$ cat config.mk
export PLATFORM = sky130hd
export DESIGN_NAME = qpiw_queue
export DESIGN_NICKNAME = d
export VERILOG_FILES = /design/src/rtl/quadrant_polynomial_image_warp_macros.svh /design/src/rtl/qpiw_pkg.sv /design/src/rtl/qpiw_queue.sv
export SDC_FILE = /design/constraint.sdc
export NUM_CORES = 1
export LEC_CHECK = 0
export BUFFER_PORTS_ARGS = -buffer_cell sky130_fd_sc_hd__buf_4
export CAP_MARGIN = 30
export CORE_MARGIN = 2
export CORE_UTILIZATION = 55
export CTS_BUF_LIST = sky130_fd_sc_hd__clkbuf_4
export CTS_CLUSTER_DIAMETER = 60
export DETAILED_ROUTE_END_ITERATION = 7
export HOLD_SLACK_MARGIN = 0.08
export PLACE_DENSITY = 0.77
export SETUP_SLACK_MARGIN = 0.3
export SYNTH_ARGS = -nofsm -noshare
export SYNTH_HDL_FRONTEND = slang
export SYNTH_SLANG_ARGS = --single-unit
$ cat constraint.sdc
create_clock -name clk -period 4.6 [get_ports clk]
set_input_delay 0.23 -clock clk [delete_from_list [all_inputs] [get_ports clk]]
set_output_delay 0.23 -clock clk [all_outputs]
set_load 0.02 [all_outputs]
$ cat src/rtl/quadrant_polynomial_image_warp_macros.svh
// Assertion macros for the warp RTL.
`ifndef QUADRANT_POLYNOMIAL_IMAGE_WARP_MACROS_SVH
`define QUADRANT_POLYNOMIAL_IMAGE_WARP_MACROS_SVH

// Same-cycle implication, clocked on clk, off during reset.
`define QPIW_ASSERT_IMPL(label, ante, cons, msg) \
	label: assert property (@(posedge clk) disable iff (!arst_n) (ante) |-> (cons)) \
		else $error(msg);

// Next-cycle implication, clocked on clk, off during reset.
`define QPIW_ASSERT_NEXT(label, ante, cons, msg) \
	label: assert property (@(posedge clk) disable iff (!arst_n) (ante) |=> (cons)) \
		else $error(msg);

`endif

$ cat src/rtl/qpiw_pkg.sv
// Types and constants of the quadrant polynomial image warp.
`timescale 1ns / 1ps
`default_nettype none
package qpiw_pkg;
	localparam int IDX_W       = 10;
	localparam int FRAC_W      = 16;
	localparam int LIN_W       = 26;
	localparam int QUAD_W      = 32;
	localparam int CFG_IDX_W   = 3;
	localparam int CFG_DATA_W  = 32;
	localparam int QUEUE_DEPTH = 4;
	localparam int QPTR_W      = $clog2(QUEUE_DEPTH);

	localparam logic OP_STORE = 1'b0;
	localparam logic OP_QUERY = 1'b1;

	localparam logic [CFG_IDX_W-1:0] REG_DIAG_LIN  = 3'd0;
	localparam logic [CFG_IDX_W-1:0] REG_DIAG_QUAD = 3'd1;
	localparam logic [CFG_IDX_W-1:0] REG_LEFT_LIN  = 3'd2;
	localparam logic [CFG_IDX_W-1:0] REG_LEFT_QX   = 3'd3;
	localparam logic [CFG_IDX_W-1:0] REG_LEFT_QY   = 3'd4;

	localparam logic [LIN_W-1:0]  RST_DIAG_LIN  = 26'd35573570;
	localparam logic [QUAD_W-1:0] RST_DIAG_QUAD = 32'd27764731;
	localparam logic [LIN_W-1:0]  RST_LEFT_LIN  = 26'd35713995;
	localparam logic [QUAD_W-1:0] RST_LEFT_QX   = 32'd28044031;
	localparam logic [QUAD_W-1:0] RST_LEFT_QY   = 32'd27874080;

	typedef struct packed {
		logic       opcode;
		logic [8:0] row;
		logic [8:0] col;
		logic [7:0] red_in;
		logic [7:0] green_in;
		logic [7:0] blue_in;
	} in_item_t;

	typedef struct packed {
		logic [7:0] red_out;
		logic [7:0] green_out;
		logic [7:0] blue_out;
		logic       outside;
	} out_item_t;

	typedef struct packed {
		logic [LIN_W-1:0]  lin_diag;
		logic [QUAD_W-1:0] quad_diag;
		logic [LIN_W-1:0]  lin_left;
		logic [QUAD_W-1:0] quad_left_x;
		logic [QUAD_W-1:0] quad_left_y;
	} gains_t;

	// One unit of work for the back end: a store or a resolved query.
	typedef struct packed {
		logic              is_store;
		logic              outside;
		logic [IDX_W-1:0]  row;
		logic [IDX_W-1:0]  col;
		logic [FRAC_W-1:0] frac_r;
		logic [FRAC_W-1:0] frac_c;
		logic [23:0]       rgb;
	} job_t;
endpackage
`default_nettype wire

$ cat src/rtl/qpiw_queue.sv
// Small job queue between front and back end.
`timescale 1ns / 1ps
`default_nettype none
module qpiw_queue (
	input  wire logic           clk,
	input  wire logic           arst_n,
	input  wire logic           push,
	input  wire qpiw_pkg::job_t push_job,
	output logic                full,
	input  wire logic           pop,
	output qpiw_pkg::job_t      pop_job,
	output logic                not_empty
);
	import qpiw_pkg::*;

	job_t              entries_q [QUEUE_DEPTH];
	logic [QPTR_W-1:0] wr_ptr_q, rd_ptr_q;
	logic [QPTR_W:0]   count_q;

	assign full      = (count_q == (QPTR_W+1)'(QUEUE_DEPTH));
	assign not_empty = (count_q != '0);
	assign pop_job   = entries_q[rd_ptr_q];

	always_ff @(posedge clk) begin
		if (push && !full) entries_q[wr_ptr_q] <= push_job;
	end

	always_ff @(posedge clk or negedge arst_n) begin
		if (!arst_n) begin
			wr_ptr_q <= '0;
			rd_ptr_q <= '0;
			count_q  <= '0;
		end else begin
			if (push && !full) wr_ptr_q <= wr_ptr_q + QPTR_W'(1);
			if (pop && not_empty) rd_ptr_q <= rd_ptr_q + QPTR_W'(1);
			count_q <= count_q + (QPTR_W+1)'(push && !full) - (QPTR_W+1)'(pop && not_empty);
		end
	end
endmodule
`default_nettype wire

==> impl_metrics.env <==
export IMPL_worstPathArrival_ps=2450
export IMPL_finalCriticalPeriod_ps=2680
export IMPL_die_w_um=151
export IMPL_drv_cap=0
export IMPL_num_vias=5791
export IMPL_initial_core_util=0.562
export IMPL_layout_nets=853
export IMPL_setup_viol=0
export IMPL_swShare=0.312
export IMPL_seq_area_frac_synth=0.808
export IMPL_track_usage=0.202
export IMPL_grt_first_pass_wirelength_um=34000
export IMPL_tightest_slew_ps=605
export IMPL_cts_sinks=319
export IMPL_syn_inst=448
export IMPL_routed_wl_um=21800
export IMPL_first_pass_iters=4
export IMPL_outcome="finished clean"
export IMPL_die_height_um=151
export IMPL_wl_per_cell_um=19.9
export IMPL_powerDensity_nw_per_um2=634
export IMPL_clk_latency_ps=680
export IMPL_synth_fp_nets=537
export IMPL_syn_area_um2=11800
export IMPL_mostFrequentLayoutCells="edfxtp_1, buf_4, clkbuf_4, dlygate4sd3_1, mux4_2"
export IMPL_grt_ovfl_total=0
export IMPL_top_usage_layer="met2"
export IMPL_yosys_warnings=0
export IMPL_grt_max_degree=49
export IMPL_fin_crit_sh=0.583
export IMPL_p_total_w=0.00962
export IMPL_grt_pass1_vias=6461
export IMPL_ant_nets=0
export IMPL_synth_flop_cell="edfxtp_1"
export IMPL_numCtsBuffers=78
export IMPL_crit_type="reg -> out"
export IMPL_max_freq_ghz=0.373
export IMPL_clk_root_buffer_cell="clkbuf_4"
export IMPL_rows=53
export IMPL_rsz0062_at_grt="no"
export IMPL_grt_met2_usage=0.328
export IMPL_ios=162
export IMPL_met3_usage=0.0582
export IMPL_syn_to_final_growth_pct=28.5
export IMPL_ys_types=21
export IMPL_clockPowerShare=0.236
export IMPL_fill_cells=1210
export IMPL_ctsHtreeMaxLevel=3
export IMPL_synth_avg_cell_area_um2=26.4
export IMPL_worstSetupStartpointType="register"
export IMPL_final_hold_viol_count=0
export IMPL_dp_hpwl_um=12700
export IMPL_internal_power_w=0.00662
export IMPL_slew_headroom=0.597
export IMPL_drive_above_1_share=0.461
export IMPL_crit_fanout=32
export IMPL_peakVddDrop_v=0.000370
export IMPL_via_per_inst=5.29
export IMPL_die_area_um2=22700
export IMPL_layout_commonest_cell="edfxtp_1"
export IMPL_portBuffers=161
export IMPL_ys_ff_latch=319
export IMPL_finalWeightedCongestion=0.707
export IMPL_worstPathRequired_ps=4370
export IMPL_p_leak_nw=5.36
export IMPL_comb_power_share=0.338
export IMPL_p_seq_frac=0.427
export IMPL_use_met1=0.263
export IMPL_endpoint_kind="primary output"
export IMPL_hold_class="in -> reg"
export IMPL_maxSlewViolCount=0
export IMPL_cts_tree="built"
export IMPL_post_cts_buffers=0
export IMPL_coreArea_um2=21000
export IMPL_clk_path_buf_depth=3
export IMPL_drcViolationCount=0
export IMPL_postSynth_asyncResetShare=0.0219
export IMPL_tns_ps=0
export IMPL_clock_skew_final_ps=33.9
export IMPL_p_sw_w=0.00300
export IMPL_antenna_found_initial=2
export IMPL_synth_edf_count=312
export IMPL_drt_iter0_markers=370
export IMPL_clkTransAtPathRegs_ps=70
[cell families after synthesis]
group	synth area share
XOR/XNOR	0.00297
buffers and inverters	0.0201
multiplexers	0.149
AND/OR/NAND/NOR	0.00890
AO/OA/AOI/OAI	0.00276
adder cells (fa/ha/maj)	0.00805
flip-flops	0.808
[final timing paths]
kind / slack (ps) / from / end / cells after the start
hold / removal: 300 / push_job[16] / entries_q[0][16] / 2
setup reg to reg: 2190 / count_q[1] / count_q[2] / 9
setup / recovery: 1920 / rd_ptr_q[0] / pop_job[51] / 3
hold reg to reg: 610 / wr_ptr_q[1] / wr_ptr_q[1] / 2
min in group asynchronous: 550 / arst_n / count_q[2] / 3
max in group asynchronous: 3760 / arst_n / rd_ptr_q[0] / 3
[what timing repair did]
item / CTS / global route
hold endpoints to repair: 323 / 0
endpoints found under the setup margin: 0 / 0
gates resized for setup: 0 / 0
hold buffers: 82 / 0
[power by group through the flow]
stage	Sequential, W	Combinational, W	Clock [W]
after global placement	0.00430	0.00294	0
after detailed placement	0.00418	0.00324	0
after floorplan	0.00402	0.00223	0
after global routing	0.00417	0.00345	0.00249
after CTS	0.00412	0.00331	0.00233
final	0.00411	0.00325	0.00227
[flip-flops by register name, indices dropped and copies added, names as in the netlist]
name       flops
rd_ptr_q       2
entries_q    312
wr_ptr_q       2
count_q        3
[synthesized netlist by cell type (all sizes together) (2+ instances only)]
library cell  instances  area [um2]
o211ai                2        15.0
buf                  18         219
dfrtp                 7         175
and3b                 4        35.0
edfxtp              312        9370
xnor2                 3        26.3
nand4bb               2        22.5
inv                   5        18.8
mux4                 78        1760
ha                    6        75.1
nand2b                4        25.0
[layer usage]
metal / part of all wire / vias to the layer above
met2: 0.51 / 209
met3: 0.064 / 21
li1: - / 2616
met1: 0.41 / 2945
met4: 0.014 / 0
met5: 0 / -
[area by class of cell]
type	instances	area (um2)	share of cell area
diodes	2	5.00	0.000330
flip-flops and latches	319	9550	0.629
clock inverters	23	160	0.0106
multi-input cells	106	2040	0.134
clock buffers	110	826	0.0544
inverters	5	18.8	0.00124
well taps	275	344	0.0227
repair buffers	254	2230	0.147
[per-stage QoR]
step	hold WS, ps	setup slack, ps	utilization	cells	instance area (um2)
after floorplan	-65.6	1550	-	448	11800
after global placement	47.7	2090	0.629	871	13200
after detailed placement	47.4	2200	0.636	877	13400
after CTS	233	1810	0.722	1092	15200
after global routing	234	1750	0.722	1094	15200
final	296	1920	0.722	1094	15200
[critical path: stages, from the launching register on]
cell and delay [ps]:
dfrtp_4 700, buf_12 330, mux4_2 570, buf_4 180
Note: power is estimated with default switching activity, not from simulation.
