File: config.mk
export PLATFORM = sky130hd
export DESIGN_NAME = qpiw_front
export DESIGN_NICKNAME = d
export VERILOG_FILES = /design/src/rtl/quadrant_polynomial_image_warp_macros.svh /design/src/rtl/qpiw_pkg.sv /design/src/rtl/qpiw_front.sv
export SDC_FILE = /design/constraint.sdc
export NUM_CORES = 2
export LEC_CHECK = 0
export BUFFER_PORTS_ARGS = -buffer_cell sky130_fd_sc_hd__buf_2
export CELL_PAD_IN_SITES_DETAIL_PLACEMENT = 1
export CELL_PAD_IN_SITES_GLOBAL_PLACEMENT = 1
export CORE_ASPECT_RATIO = 1.25
export CORE_MARGIN = 2
export CORE_UTILIZATION = 54
export DETAILED_ROUTE_END_ITERATION = 10
export GPL_ROUTABILITY_DRIVEN = 0
export GPL_TIMING_DRIVEN = 0
export PLACE_DENSITY_LB_ADDON = 0.1
export SLEW_MARGIN = 20
export SYNTH_ARGS = -nofsm -noshare
export SYNTH_HDL_FRONTEND = slang
export SYNTH_SLANG_ARGS = --single-unit
File: constraint.sdc
create_clock -name clk -period 16.1 [get_ports clk]
set_input_delay 0.805 -clock clk [delete_from_list [all_inputs] [get_ports clk]]
set_output_delay 0.805 -clock clk [all_outputs]
set_load 0.005 [all_outputs]
File: src/rtl/quadrant_polynomial_image_warp_macros.svh
// Assertion macros for the warp RTL.
`ifndef QUADRANT_POLYNOMIAL_IMAGE_WARP_MACROS_SVH
`define QUADRANT_POLYNOMIAL_IMAGE_WARP_MACROS_SVH

// Same-cycle implication, clocked on clk, off during reset.
`define QPIW_ASSERT_IMPL(label, ante, cons, msg) \
	label: assert property (@(posedge clk) disable iff (!arst_n) (ante) |-> (cons)) \
		else $error(msg);

// Next-cycle implication, clocked on clk, off during reset.
`define QPIW_ASSERT_NEXT(label, ante, cons, msg) \
	label: assert property (@(posedge clk) disable iff (!arst_n) (ante) |=> (cons)) \
		else $error(msg);

`endif

File: src/rtl/qpiw_pkg.sv
// Types and constants of the quadrant polynomial image warp.
`timescale 1ns / 1ps
`default_nettype none
package qpiw_pkg;
	localparam int IDX_W       = 10;
	localparam int FRAC_W      = 16;
	localparam int LIN_W       = 26;
	localparam int QUAD_W      = 32;
	localparam int CFG_IDX_W   = 3;
	localparam int CFG_DATA_W  = 32;
	localparam int QUEUE_DEPTH = 4;
	localparam int QPTR_W      = $clog2(QUEUE_DEPTH);

	localparam logic OP_STORE = 1'b0;
	localparam logic OP_QUERY = 1'b1;

	localparam logic [CFG_IDX_W-1:0] REG_DIAG_LIN  = 3'd0;
	localparam logic [CFG_IDX_W-1:0] REG_DIAG_QUAD = 3'd1;
	localparam logic [CFG_IDX_W-1:0] REG_LEFT_LIN  = 3'd2;
	localparam logic [CFG_IDX_W-1:0] REG_LEFT_QX   = 3'd3;
	localparam logic [CFG_IDX_W-1:0] REG_LEFT_QY   = 3'd4;

	localparam logic [LIN_W-1:0]  RST_DIAG_LIN  = 26'd35573570;
	localparam logic [QUAD_W-1:0] RST_DIAG_QUAD = 32'd27764731;
	localparam logic [LIN_W-1:0]  RST_LEFT_LIN  = 26'd35713995;
	localparam logic [QUAD_W-1:0] RST_LEFT_QX   = 32'd28044031;
	localparam logic [QUAD_W-1:0] RST_LEFT_QY   = 32'd27874080;

	typedef struct packed {
		logic       opcode;
		logic [8:0] row;
		logic [8:0] col;
		logic [7:0] red_in;
		logic [7:0] green_in;
		logic [7:0] blue_in;
	} in_item_t;

	typedef struct packed {
		logic [7:0] red_out;
		logic [7:0] green_out;
		logic [7:0] blue_out;
		logic       outside;
	} out_item_t;

	typedef struct packed {
		logic [LIN_W-1:0]  lin_diag;
		logic [QUAD_W-1:0] quad_diag;
		logic [LIN_W-1:0]  lin_left;
		logic [QUAD_W-1:0] quad_left_x;
		logic [QUAD_W-1:0] quad_left_y;
	} gains_t;

	// One unit of work for the back end: a store or a resolved query.
	typedef struct packed {
		logic              is_store;
		logic              outside;
		logic [IDX_W-1:0]  row;
		logic [IDX_W-1:0]  col;
		logic [FRAC_W-1:0] frac_r;
		logic [FRAC_W-1:0] frac_c;
		logic [23:0]       rgb;
	} job_t;
endpackage
`default_nettype wire

File: src/rtl/qpiw_front.sv
// Front end: accepts items, maps query pixels to source points.
`timescale 1ns / 1ps
`default_nettype none
module qpiw_front #(
	parameter int IMAGE_SIZE = 328
) (
	input  wire logic              clk,
	input  wire logic              arst_n,
	input  wire logic              in_valid,
	output logic                   in_stall,
	input  wire qpiw_pkg::in_item_t in_data,
	input  wire qpiw_pkg::gains_t  gains,
	input  wire logic              queue_full,
	output logic                   push,
	output qpiw_pkg::job_t         push_job
);
	import qpiw_pkg::*;

	localparam int CW    = ($clog2(IMAGE_SIZE) > 9) ? $clog2(IMAGE_SIZE) + 3 : 12;
	localparam int SQW   = 2 * CW;
	localparam int ACC_W = 64;
	localparam int LPW   = LIN_W + CW + 1;
	localparam int QPW   = QUAD_W + SQW + 2;
	localparam logic signed [ACC_W-1:0] P_OFS = ACC_W'(IMAGE_SIZE) * 65536 - 32768;
	localparam logic signed [ACC_W-1:0] HALF  = 32768;
	localparam logic signed [ACC_W-1:0] LIM   = ACC_W'(IMAGE_SIZE - 1) * 65536;

	typedef enum logic [2:0] {F_IDLE, F_SQR, F_LIN, F_QUAD1, F_QUAD2, F_FIN} fstate_t;
	typedef enum logic [1:0] {TRI_BOTTOM, TRI_LEFT, TRI_TOP, TRI_RIGHT} tri_t;

	fstate_t                  state_q;
	tri_t                     tri_q;
	logic signed [CW-1:0]     x2_q, y2_q, d_q;
	logic signed [SQW-1:0]    xx_q, yy_q;
	logic signed [SQW:0]      qop_q;
	logic [LIN_W-1:0]         lin_gain_q;
	logic [QUAD_W-1:0]        qgain_q;
	logic                     adj_v_q;
	logic signed [ACC_W-1:0]  acc_q;

	logic                     accept, in_range;
	logic signed [CW:0]       sum_xy;
	logic signed [LPW-1:0]    lin_prod;
	logic signed [QPW-1:0]    quad_prod;
	logic signed [ACC_W-1:0]  lin_ext, quad_ext, x_ext, y_ext, base;
	logic signed [ACC_W-1:0]  u34, v34, p, q;
	logic                     outside;
	job_t                     fin_job, direct_job;

	assign in_stall = (state_q != F_IDLE) || queue_full;
	assign accept   = in_valid && !in_stall;
	assign in_range = (32'(in_data.row) < IMAGE_SIZE) && (32'(in_data.col) < IMAGE_SIZE);

	assign sum_xy    = (CW+1)'(x2_q) + (CW+1)'(y2_q);
	assign lin_prod  = LPW'($signed({1'b0, lin_gain_q})) * LPW'(d_q);
	assign quad_prod = QPW'($signed({1'b0, qgain_q})) * QPW'(qop_q);
	assign lin_ext   = ACC_W'(lin_prod);
	assign quad_ext  = ACC_W'(quad_prod);
	assign x_ext     = ACC_W'(x2_q);
	assign y_ext     = ACC_W'(y2_q);
	assign base      = adj_v_q ? (y_ext <<< 33) : (x_ext <<< 33);

	assign u34 = adj_v_q ? (x_ext <<< 33) : acc_q;
	assign v34 = adj_v_q ? acc_q : (y_ext <<< 33);
	// floor to Q.16 is an arithmetic shift
	assign p = P_OFS - (v34 >>> 18);
	assign q = (u34 >>> 18) - HALF;
	assign outside = (p < 0) || (p > LIM) || (q < 0) || (q > LIM);

	always_comb begin
		fin_job          = '0;
		fin_job.is_store = 1'b0;
		fin_job.outside  = outside;
		fin_job.row      = p[FRAC_W +: IDX_W];
		fin_job.col      = q[FRAC_W +: IDX_W];
		fin_job.frac_r   = p[FRAC_W-1:0];
		fin_job.frac_c   = q[FRAC_W-1:0];

		direct_job          = '0;
		direct_job.is_store = (in_data.opcode == OP_STORE);
		direct_job.outside  = 1'b1;
		direct_job.row      = IDX_W'(in_data.row);
		direct_job.col      = IDX_W'(in_data.col);
		direct_job.rgb      = {in_data.red_in, in_data.green_in, in_data.blue_in};
	end

	always_comb begin
		if (state_q == F_FIN) begin
			push     = !queue_full;
			push_job = fin_job;
		end else begin
			// stores in range and out-of-range queries go straight through
			push     = accept && ((in_data.opcode == OP_STORE) == in_range);
			push_job = direct_job;
		end
	end

	always_ff @(posedge clk or negedge arst_n) begin
		if (!arst_n) begin
			state_q <= F_IDLE;
		end else begin
			unique case (state_q)
				F_IDLE: begin
					if (accept && in_data.opcode == OP_QUERY && in_range) begin
						x2_q    <= $signed(CW'({in_data.col, 1'b1}));
						y2_q    <= $signed(CW'(2 * IMAGE_SIZE - 1)) -
							$signed(CW'({in_data.row, 1'b0}));
						state_q <= F_SQR;
					end
				end
				F_SQR: begin
					xx_q <= SQW'(x2_q) * SQW'(x2_q);
					yy_q <= SQW'(y2_q) * SQW'(y2_q);
					priority if (y2_q <= x2_q && sum_xy <= $signed((CW+1)'(2 * IMAGE_SIZE))) begin
						tri_q      <= TRI_BOTTOM;
						d_q        <= y2_q - x2_q;
						lin_gain_q <= gains.lin_diag;
						adj_v_q    <= 1'b1;
					end else if (y2_q >= x2_q &&
							sum_xy <= $signed((CW+1)'(2 * IMAGE_SIZE))) begin
						tri_q      <= TRI_LEFT;
						d_q        <= x2_q - y2_q;
						lin_gain_q <= gains.lin_left;
						adj_v_q    <= 1'b0;
					end else if (x2_q <= y2_q) begin
						tri_q      <= TRI_TOP;
						d_q        <= x2_q - y2_q;
						lin_gain_q <= gains.lin_diag;
						adj_v_q    <= 1'b1;
					end else begin
						tri_q      <= TRI_RIGHT;
						d_q        <= y2_q - x2_q;
						lin_gain_q <= gains.lin_diag;
						adj_v_q    <= 1'b0;
					end
					state_q <= F_LIN;
				end
				F_LIN: begin
					acc_q <= base + (lin_ext <<< 9);
					unique case (tri_q)
						TRI_LEFT: begin
							qgain_q <= gains.quad_left_x;
							qop_q   <= -(SQW+1)'(xx_q);
						end
						TRI_TOP: begin
							qgain_q <= gains.quad_diag;
							qop_q   <= (SQW+1)'(yy_q) - (SQW+1)'(xx_q);
						end
						default: begin
							qgain_q <= gains.quad_diag;
							qop_q   <= (SQW+1)'(xx_q) - (SQW+1)'(yy_q);
						end
					endcase
					state_q <= F_QUAD1;
				end
				F_QUAD1: begin
					acc_q   <= acc_q + quad_ext;
					qgain_q <= gains.quad_left_y;
					qop_q   <= (SQW+1)'(yy_q);
					state_q <= (tri_q == TRI_LEFT) ? F_QUAD2 : F_FIN;
				end
				F_QUAD2: begin
					acc_q   <= acc_q + quad_ext;
					state_q <= F_FIN;
				end
				F_FIN: begin
					// hold until the queue has room
					if (!queue_full) state_q <= F_IDLE;
				end
				default: state_q <= F_IDLE;
			endcase
		end
	end
endmodule
`default_nettype wire

==> parameters.txt <==
Parameter                              Value

Global route
  Largest net degree at the start of global routing ... 55
  First-pass GRT wire length ... 347000 um
  Number of global-route vias before repair ... 57100
  Global-route congestion overflow total ... 0
  Total routing resource utilization after global routing ... 41.3%
  Antenna violations before repair ... 22

Synth
  Dominant cells by area after synthesis ... fa_1 37%, ha_1 11%, edfxtp_1 11%
  Warnings, synthesis ... 0
  Share of the yosys chip area belonging to registers ... 11.1%
  Cell with the most instances after synthesis ... inv_1
  Share of async-settable or async-resettable flops after synthesis ... 1.36%
  Syn nets ... 8639
  Synth Instances ... 6781
  Synthesized area per cell ... roughly 8.8 um2
  EDFF count, synth ... around 220
  Synth Flop Type ... edfxtp_1
  Number of library cell types mapped by synthesis ... between 90 and 100
  Synth Cell Area ... 59800 um2
  Cell types with the highest counts after synthesis ... 1335 x inv_1, 1116 x fa_1, 1082 x nand2_1
  Biggest area consumer among synthesized cells ... fa_1
  Share of the synthesized area in the top cell type ... 37.4%
  Count of state elements after synthesis ... roughly 220

Clocking
  Number of clock sinks ... 221
  Clk pin slew, worst setup/hold paths ... ~0.07 ns
  Maximum root-to-sink buffer count ... 3
  Clock network latency to the later pin of the worst-skew pair ... 0.68 ns
  Root buffer cell ... clkbuf_16
  Htree depth ... 1
  Total clock buffers created by CTS ... 30
  CTS tree ... yes

Layout
  Post-layout nets ... between 8000 and 9000
  Share of post-route cells with drive strength above 1 ... 5.61%
  Number of cells in the finished layout apart from fillers ... 8583
  Final design instance area without fill ... about 64000 um2
  # fillers ... 13200
  Area delta synth->final ... 7.33%

Place
  Area after DPL ... roughly 63000 um2
  Number of buffers inserted by port buffering ... 274
  Hpwl dp ... 196000 um
  Post-placement cell count ... 8516

Timing
  Accumulated negative setup slack ... 0 ns
  Highest clock frequency the design can meet ... 99.6 MHz
  Hold_ws ... 0.314 ns
  Final worst-path cycle share ... 62.4%
  Final setup skew ... 0.0746 ns
  Count of pins over their slew limit ... 0
  Number of hold-slack violations in the final timing report ... 0
  Transition time at the pin with the least slew margin ... roughly 1.2 ns
  RSZ-0062 raised after global routing ... false
  Headroom to the max-slew limit ... 20.5%
  Final critical-path required period ... about 10 ns
  Final setup violation count ... 0

Setup path
  CP bufs+invs ... 6
  Critical path data arrival time ... about 10 ns
  Critical path start-end classification ... reg -> reg
  Crit path max-delay family ... adder cells
  Cell depth of the worst flop-to-flop path ... 35
  Critical Path RT ... 16.45 ns
  Endpoint kind of the worst setup timing path ... flop
  CP max FO ... 10
  Worst path max stage delay ... 0.61 ns
  Crit path max-delay cell type ... clkbuf_1
  Depth of the critical timing path with buffers and inverters included ... 35
  Cell with the most instances on the worst path ... fa_1
  Category of the worst setup path launch point ... flop

Route
  Via count of the routed design ... about 51000
  Number of violations reported at the end of detailed-routing iteration 0 ... just over 4000
  Routed vias/inst ... 5.99
  Drt wl/cell ... 26.9 um
  Final wirelength ... approximately 230000 um
  Initial DRT Pass Iterations ... 5
  Count of unresolved DRC violations after routing ... 0
  Number of nets with antenna violations after routing ... 0

Die
  Initial standard-cell utilization of the core ... 54.4%
  Die Footprint ... 113000 um2
  IO Count ... around 280
  Count of standard-cell rows ... 136
  Die height ... 376 um
  Area of the core ... 110000 um2
  X dimension of the die ... 302 um

Status
  Status ... complete, no violations

Hold path
  Min-Delay Path Class ... in -> reg
  Cells on Worst Hold Path ... 1

Run
  Number of max-cap violations ... 0
[layout make-up]
type | count | area (um2) | area share (%)
multi-input cells | 4885 | 46800 | 73.0
flip-flops and latches | 221 | 6620 | 10.3
inverters | 1346 | 5050 | 7.88
well taps | 1449 | 1810 | 2.83
repair buffers | 287 | 1520 | 2.38
plain buffers | 329 | 1280 | 2.00
clock buffers | 37 | 798 | 1.24
clock inverters | 19 | 194 | 0.302
diodes | 10 | 25.0 | 0.0390
[registers in the layout (all words and copies together), names as in the netlist, 3 cells and up]
name and cells:
acc_q 64, d_q 11, lin_gain_q 26, qgain_q 32
qop_q 25, state_q 3, x2_q 9, xx_q 18
y2_q 10, yy_q 20
[logic make-up after synthesis]
kind of cell             share of synthesized area, %
AO/OA/AOI/OAI                                    9.02
XOR/XNOR                                         3.37
adder cells (fa/ha/maj)                          48.8
buffers and inverters                            10.6
flip-flops                                       11.1
multiplexers                                    0.934
AND/OR/NAND/NOR                                  16.2
[worst register-to-register path: cells and delay by family, from the launching register on]
kind            cells  cell delay (ns)
xor+xnor            1             0.18
flops               1             0.31
fa+ha+maj           8             3.78
buf+inv             6             1.42
compound gates     16             3.47
simple gates        4             0.61
[metal layers]
| metal | GRT usage (%) | up-vias | share of wire [%] |
|---|---|---|---|
| met5 | 0 | - | 0.029 |
| met3 | 8.47 | 949 | 8.5 |
| met2 | 68.3 | 2532 | 47 |
| li1 | - | 21700 | - |
| met1 | 46.3 | 26200 | 34 |
| met4 | 33.2 | 10 | 10 |
[cells in the final DEF (no fill, tap or decap), types with 27 or more instances in the layout]
cell type and count:
nand2_1 1082, mux2i_1 51, nor2_1 271, nor2b_1 36, clkbuf_16 31, clkbuf_1 308, o21ai_0 188, a31oi_1 30
nand2b_1 68, nand3_1 48, buf_2 284, xor2_1 68, and2_1 366, xnor2_1 162, fa_1 1116, a21o_1 96
nor3_1 55, a21oi_1 237, edfxtp_1 218, a211oi_1 27, inv_1 1335, o21a_1 31, and3_1 37, ha_1 547
[path summary, 6_finish.rpt]
path	startpoint	to	slack (ns)
max	d_q[4]	acc_q[63]	6.06
min	in_data[24]	x2_q[1]	0.31
max reg2reg	d_q[4]	acc_q[63]	6.06
min reg2reg	acc_q[0]	acc_q[0]	0.66
max in group asynchronous	arst_n	state_q[0]	15.43
min in group asynchronous	arst_n	state_q[1]	0.53
[through the flow]
stage / utilization [%] / setup WS [ns]
after floorplan: - / 8.01
after CTS: 58.3 / 6.14
final: 58.4 / 6.06
after detailed placement: 57.4 / 6.21
after global placement: 57.3 / 6.03
after global routing: 58.3 / 5.56
[timing repair]
item	CTS	global route
gates resized for setup	0	0
buffers inserted	0	0
hold buffers	1	0
hold endpoints to repair	3	0
Power is left out: the tool's default activity adds up to more than one toggle a clock period on the data nets, which glitch-free logic cannot reach.
